[src/rtl/gdfw_pkg.sv]
package gdfw_pkg;

  localparam int NODE_W      = 6;
  localparam int OP_W        = 2;
  localparam int STATUS_W    = 2;
  localparam int CFG_INDEX_W = 1;
  localparam int CFG_DATA_W  = 7;

  localparam int NODES_DEFAULT      = 64;
  localparam int MAX_DEGREE_DEFAULT = 16;

  localparam logic [OP_W-1:0] OP_ADD_EDGE = 2'd0;
  localparam logic [OP_W-1:0] OP_RUN_WALK = 2'd1;
  localparam logic [OP_W-1:0] OP_CLEAR    = 2'd2;

  localparam logic [STATUS_W-1:0] ST_VISITED   = 2'd0;
  localparam logic [STATUS_W-1:0] ST_DONE      = 2'd1;
  localparam logic [STATUS_W-1:0] ST_LIST_FULL = 2'd2;
  localparam logic [STATUS_W-1:0] ST_RANGE     = 2'd3;

  localparam logic [CFG_INDEX_W-1:0] CFG_NODE_COUNT = 1'd0;
  localparam logic [CFG_INDEX_W-1:0] CFG_START_NODE = 1'd1;

  localparam logic [CFG_DATA_W-1:0] NODE_COUNT_RESET = 7'd64;

  typedef struct packed {
    logic                in_ready;
    logic                latch_in;
    logic                deg_rd_a;
    logic                deg_rd_b;
    logic                deg_rd_cur;
    logic                cap_a;
    logic                cap_b;
    logic                cap_deg;
    logic                wr_a;
    logic                wr_b;
    logic                clear_deg;
    logic                clear_visited;
    logic                start_walk;
    logic                nbr_rd;
    logic                push;
    logic                pop_rd;
    logic                pop_cap;
    logic                emit;
    logic                emit_pend;
    logic                emit_last;
    logic [STATUS_W-1:0] emit_status;
  } gdfw_cmd_t;

  typedef struct packed {
    logic [OP_W-1:0] op;
    logic            range_bad;
    logic            start_bad;
    logic            deg_full;
    logic            self_loop;
    logic            pos_lt_deg;
    logic            sp_zero;
    logic            nb_visited;
    logic            out_free;
  } gdfw_stat_t;

endpackage

[src/rtl/gdfw_ctrl.sv]
module gdfw_ctrl (
  input  logic                 clk,
  input  logic                 rst,
  input  logic                 in_valid,
  input  gdfw_pkg::gdfw_stat_t stat,
  output gdfw_pkg::gdfw_cmd_t  cmd
);
  import gdfw_pkg::*;

  localparam logic [3:0] S_IDLE     = 4'd0;
  localparam logic [3:0] S_DISPATCH = 4'd1;
  localparam logic [3:0] S_RD_B     = 4'd2;
  localparam logic [3:0] S_CAP_B    = 4'd3;
  localparam logic [3:0] S_WR_A     = 4'd4;
  localparam logic [3:0] S_WR_B     = 4'd5;
  localparam logic [3:0] S_EMIT     = 4'd6;
  localparam logic [3:0] S_W_DEG    = 4'd7;
  localparam logic [3:0] S_W_CAP    = 4'd8;
  localparam logic [3:0] S_W_STEP   = 4'd9;
  localparam logic [3:0] S_W_NB     = 4'd10;
  localparam logic [3:0] S_W_POP    = 4'd11;
  localparam logic [3:0] S_W_END    = 4'd12;

  logic [3:0]          state;
  logic [3:0]          state_next;
  logic [STATUS_W-1:0] code;
  logic [STATUS_W-1:0] code_next;

  always_ff @(posedge clk) begin
    if (rst) begin
      state <= S_IDLE;
      code  <= ST_DONE;
    end else begin
      state <= state_next;
      code  <= code_next;
    end
  end

  always_comb begin
    cmd        = '0;
    state_next = state;
    code_next  = code;
    case (state)
      S_IDLE: begin
        cmd.in_ready = 1'b1;
        if (in_valid) begin
          cmd.latch_in = 1'b1;
          state_next   = S_DISPATCH;
        end
      end
      S_DISPATCH: begin
        case (stat.op)
          OP_ADD_EDGE: begin
            if (stat.range_bad) begin
              code_next  = ST_RANGE;
              state_next = S_EMIT;
            end else begin
              cmd.deg_rd_a = 1'b1;
              state_next   = S_RD_B;
            end
          end
          OP_RUN_WALK: begin
            cmd.clear_visited = 1'b1;
            if (stat.start_bad) begin
              code_next  = ST_RANGE;
              state_next = S_EMIT;
            end else begin
              cmd.start_walk = 1'b1;
              state_next     = S_W_DEG;
            end
          end
          OP_CLEAR: begin
            cmd.clear_deg = 1'b1;
            code_next     = ST_DONE;
            state_next    = S_EMIT;
          end
          default: begin
            state_next = S_IDLE;
          end
        endcase
      end
      S_RD_B: begin
        cmd.cap_a    = 1'b1;
        cmd.deg_rd_b = 1'b1;
        state_next   = S_CAP_B;
      end
      S_CAP_B: begin
        cmd.cap_b  = 1'b1;
        state_next = S_WR_A;
      end
      S_WR_A: begin
        if (stat.deg_full) begin
          code_next  = ST_LIST_FULL;
          state_next = S_EMIT;
        end else begin
          cmd.wr_a  = 1'b1;
          code_next = ST_DONE;
          if (stat.self_loop) begin
            state_next = S_EMIT;
          end else begin
            state_next = S_WR_B;
          end
        end
      end
      S_WR_B: begin
        cmd.wr_b   = 1'b1;
        code_next  = ST_DONE;
        state_next = S_EMIT;
      end
      S_EMIT: begin
        if (stat.out_free) begin
          cmd.emit        = 1'b1;
          cmd.emit_status = code;
          cmd.emit_last   = 1'b1;
          state_next      = S_IDLE;
        end
      end
      S_W_DEG: begin
        cmd.deg_rd_cur = 1'b1;
        state_next     = S_W_CAP;
      end
      S_W_CAP: begin
        cmd.cap_deg = 1'b1;
        state_next  = S_W_STEP;
      end
      S_W_STEP: begin
        if (stat.pos_lt_deg) begin
          cmd.nbr_rd = 1'b1;
          state_next = S_W_NB;
        end else if (stat.sp_zero) begin
          state_next = S_W_END;
        end else begin
          cmd.pop_rd = 1'b1;
          state_next = S_W_POP;
        end
      end
      S_W_NB: begin
        if (stat.nb_visited) begin
          state_next = S_W_STEP;
        end else if (stat.out_free) begin
          cmd.emit        = 1'b1;
          cmd.emit_status = ST_VISITED;
          cmd.emit_pend   = 1'b1;
          cmd.push        = 1'b1;
          state_next      = S_W_DEG;
        end
      end
      S_W_POP: begin
        cmd.pop_cap = 1'b1;
        state_next  = S_W_DEG;
      end
      S_W_END: begin
        if (stat.out_free) begin
          cmd.emit        = 1'b1;
          cmd.emit_status = ST_VISITED;
          cmd.emit_pend   = 1'b1;
          cmd.emit_last   = 1'b1;
          state_next      = S_IDLE;
        end
      end
      default: begin
        state_next = S_IDLE;
      end
    endcase
  end

endmodule

[config.mk]
export PLATFORM = sky130hd
export DESIGN_NAME = gdfw_ctrl
export DESIGN_NICKNAME = d
export VERILOG_FILES = /design/src/rtl/gdfw_pkg.sv /design/src/rtl/gdfw_ctrl.sv
export SDC_FILE = /design/constraint.sdc
export NUM_CORES = 1
export LEC_CHECK = 0
export ABC_AREA = 1
export BUFFER_PORTS_ARGS = -buffer_cell sky130_fd_sc_hd__buf_4
export CAP_MARGIN = 20
export CORE_MARGIN = 1
export CORE_UTILIZATION = 40
export CTS_CLUSTER_SIZE = 10
export DETAILED_ROUTE_END_ITERATION = 7
export GPL_ROUTABILITY_DRIVEN = 0
export PLACE_DENSITY = 0.68
export SLEW_MARGIN = 0
export SYNTH_ARGS = -nofsm -noshare
export SYNTH_HDL_FRONTEND = slang
export SYNTH_SLANG_ARGS = --single-unit
[constraint.sdc]
create_clock -name clk -period 1.5 [get_ports clk]
set_input_delay 0.075 -clock clk [delete_from_list [all_inputs] [get_ports clk]]
set_output_delay 0.075 -clock clk [all_outputs]
set_load 0.005 [all_outputs]
==> impl_metrics.tcl <==
set metrics [dict create \
    status "finished clean" \
    power.density_nw_per_um2 868 \
    period_needed_ns 1.48 \
    diodes 0 \
    synthesis.nets 153 \
    fmax_mhz 678 \
    maxCapViolCount 0 \
    fin_ws_ns 0.0246 \
    synth_top_family_by_area "simple AND/OR/NAND/NOR gates" \
    drc 0 \
    clock_latency_ns 0.24 \
    finClkSkew_ns 0.00129 \
    portBuffers 34 \
    num_rows 15 \
    yosysUniqueCellTypes 22 \
    finalMaxSlewViolations 0 \
    avgSynthCellArea_um2 5.61 \
    arrival_ns 1.40 \
    initial_utilization 0.433 \
    worstPathRequired_ns 1.42 \
    hold_viol_final 0 \
    yosysSeqAreaShare 0.157 \
    synthesis.instances 136 \
    r2r_setup_slack_ns 0.16 \
    grt.overflow.total 0 \
    die_y_um 45.7 \
    coreArea_um2 1760 \
    dp_hpwl_um 1640 \
    wire_per_inst_um 10.1 \
    ys_ff_latch 6 \
    ant_nets 0 \
    critPathMaxFanout 5 \
    io_pins 35 \
    grt_pass1_vias 792 \
    r2r_start "state[3]" \
    p_leak_nw 0.651 \
    final_area_um2 1140 \
    synth-warning-count 0 \
    grtUsageMet1 0.251 \
    top_usage_layer "met2" \
    grt_use_total 0.202 \
    clkSinkCount 6 \
    max_slew_margin 0.836 \
    met3_usage 0.0278 \
    crit_start "state[3]" \
    setup_viol 0 \
    final_cell_mix "buf_4, nand2_1, inv_1" \
    reg2reg_depth 9 \
    cts_tree "yes" \
    endpoint_kind "output port" \
    place_ws_ns 0.121 \
    min_path_type "input pin to flop" \
    rsz0062_at_grt "yes" \
    firstDrtPassIters 4 \
    grt_max_degree 8 \
    cp-endpoint "cmd[4]" \
    fill_cells 176 \
    cts_buffers 3 \
    dpl-instance-area_um2 1040 \
    area_growth_pct 48.9 \
    syn_area_um2 763 \
    cts.clk_slew.worst_paths_ns 0.04 \
    drt_wl_total_um 2030 \
    ir_drop_uv 605 \
    cts_root_buf "clkbuf_4" \
    nets 194 \
    dieArea_um2 2090 \
    clk_path_buf_depth 2 \
    synth_compound_area_frac 0.0672 \
    grt_pass1_wl_um 3100 \
    start_kind "flop" \
    finalCritPeriodShare 0.984 \
    grt.met2_usage 0.351 \
    final_common_cell "buf_4" \
    worstSetupPathType "flop to output port" \
    synthMuxAreaShare 0 \
    die_w_um 45.7 \
    grt_antenna_before_repair 0 \
    r2r-end "state[2]" \
    synthAdderAreaFrac 0.0656 \
    drtIter0Drc 12 \
    vias 928 \
    h-tree-depth 1 \
    synthSimpleGateAreaFrac 0.548 \
    worst_pin_slew_ns 0.246 \
    cts_hold_buf 0 \
    holdPathStages 2 \
    drive_above_1_share 0.406 \
    avgViaCountPerCell 4.64 \
    synth_xor_area_frac 0 \
]
per-stage QoR:
stage	power [mW]	TNS, ns	instances	hold slack (ns)	utilization
after detailed placement	0.787	0	194	0.278	0.589
after global placement	0.785	0	194	0.280	0.589
after global routing	1.07	-0.0444	200	0.0271	0.644
final	0.986	0	200	0.0227	0.644
after CTS	0.952	0	198	0.0144	0.614
after floorplan	0.618	0	136	0.144	-
registers in the layout, indices dropped and copies added, names as in the netlist:
| register | cells |
|---|---|
| state | 4 |
| code | 2 |
per-layer routing:
layer,share of wire,up-vias,wire (um)
met5,0,-,0
met4,0.0049,0,10
met3,0.035,2,70
met2,0.51,26,1040
met1,0.44,405,901
li1,-,495,-
cells by family after synthesis:
group                    Yosys count
AND/OR/NAND/NOR                   87
buffers and inverters             30
AO/OA/AOI/OAI                      9
flip-flops                         6
adder cells (fa/ha/maj)            4
report_power, final:
group          leakage, nW  switching (mW)  internal [mW]
Clock               0.0138          0.0571         0.0904
Combinational        0.585           0.332          0.247
Sequential          0.0515          0.0530          0.207
Total                0.651           0.442          0.545
final cells by class:
class                   instances  area [um^2]  share of cell area
multi-input cells             100          556               0.489
repair buffers                 38          289               0.254
flip-flops and latches          6          130               0.115
inverters                      28          108              0.0947
well taps                      25         31.3              0.0275
clock buffers                   3         22.5              0.0198
timing repair:
item / CTS / global route
setup endpoints to repair: 4 / 4
buffers inserted: 1 / 2
pin swaps: 1 / 5
hold endpoints to repair: 0 / 0
resized for setup: 6 / 14
how the worst min path moves through the flow:
stage               from  endpoint  slack, ns
detailed placement   rst  state[3]       0.28
finish               rst  state[3]       0.02
floorplan            rst  state[1]       0.14
CTS                  rst  state[3]       0.01
global placement     rst  state[3]       0.28
global route         rst  state[3]       0.03
worst max-delay path, cell delays in order (launching register included):
cell     delay (ns)
dfxtp_2        0.41
inv_2          0.08
nor2_4         0.12
nand2_2        0.07
nor2_2         0.11
inv_2          0.05
nor2_4         0.11
or2_4          0.13
buf_6          0.08
cell usage after synthesis (all sizes together):
| cell | count | area share |
|---|---|---|
| or2 | 1 | 0.0082 |
| nor2 | 31 | 0.20 |
| a21oi | 5 | 0.033 |
| o211ai | 2 | 0.020 |
| nand2 | 37 | 0.20 |
| ha | 4 | 0.066 |
| dfxtp | 6 | 0.16 |
| nand4 | 1 | 0.0082 |
| nor3 | 5 | 0.039 |
| inv | 28 | 0.14 |
| o22ai | 1 | 0.0082 |
| buf | 2 | 0.025 |
| o21ai | 1 | 0.0066 |
| nand3 | 12 | 0.092 |
No activity file was read; power rests on OpenSTA's default activity.
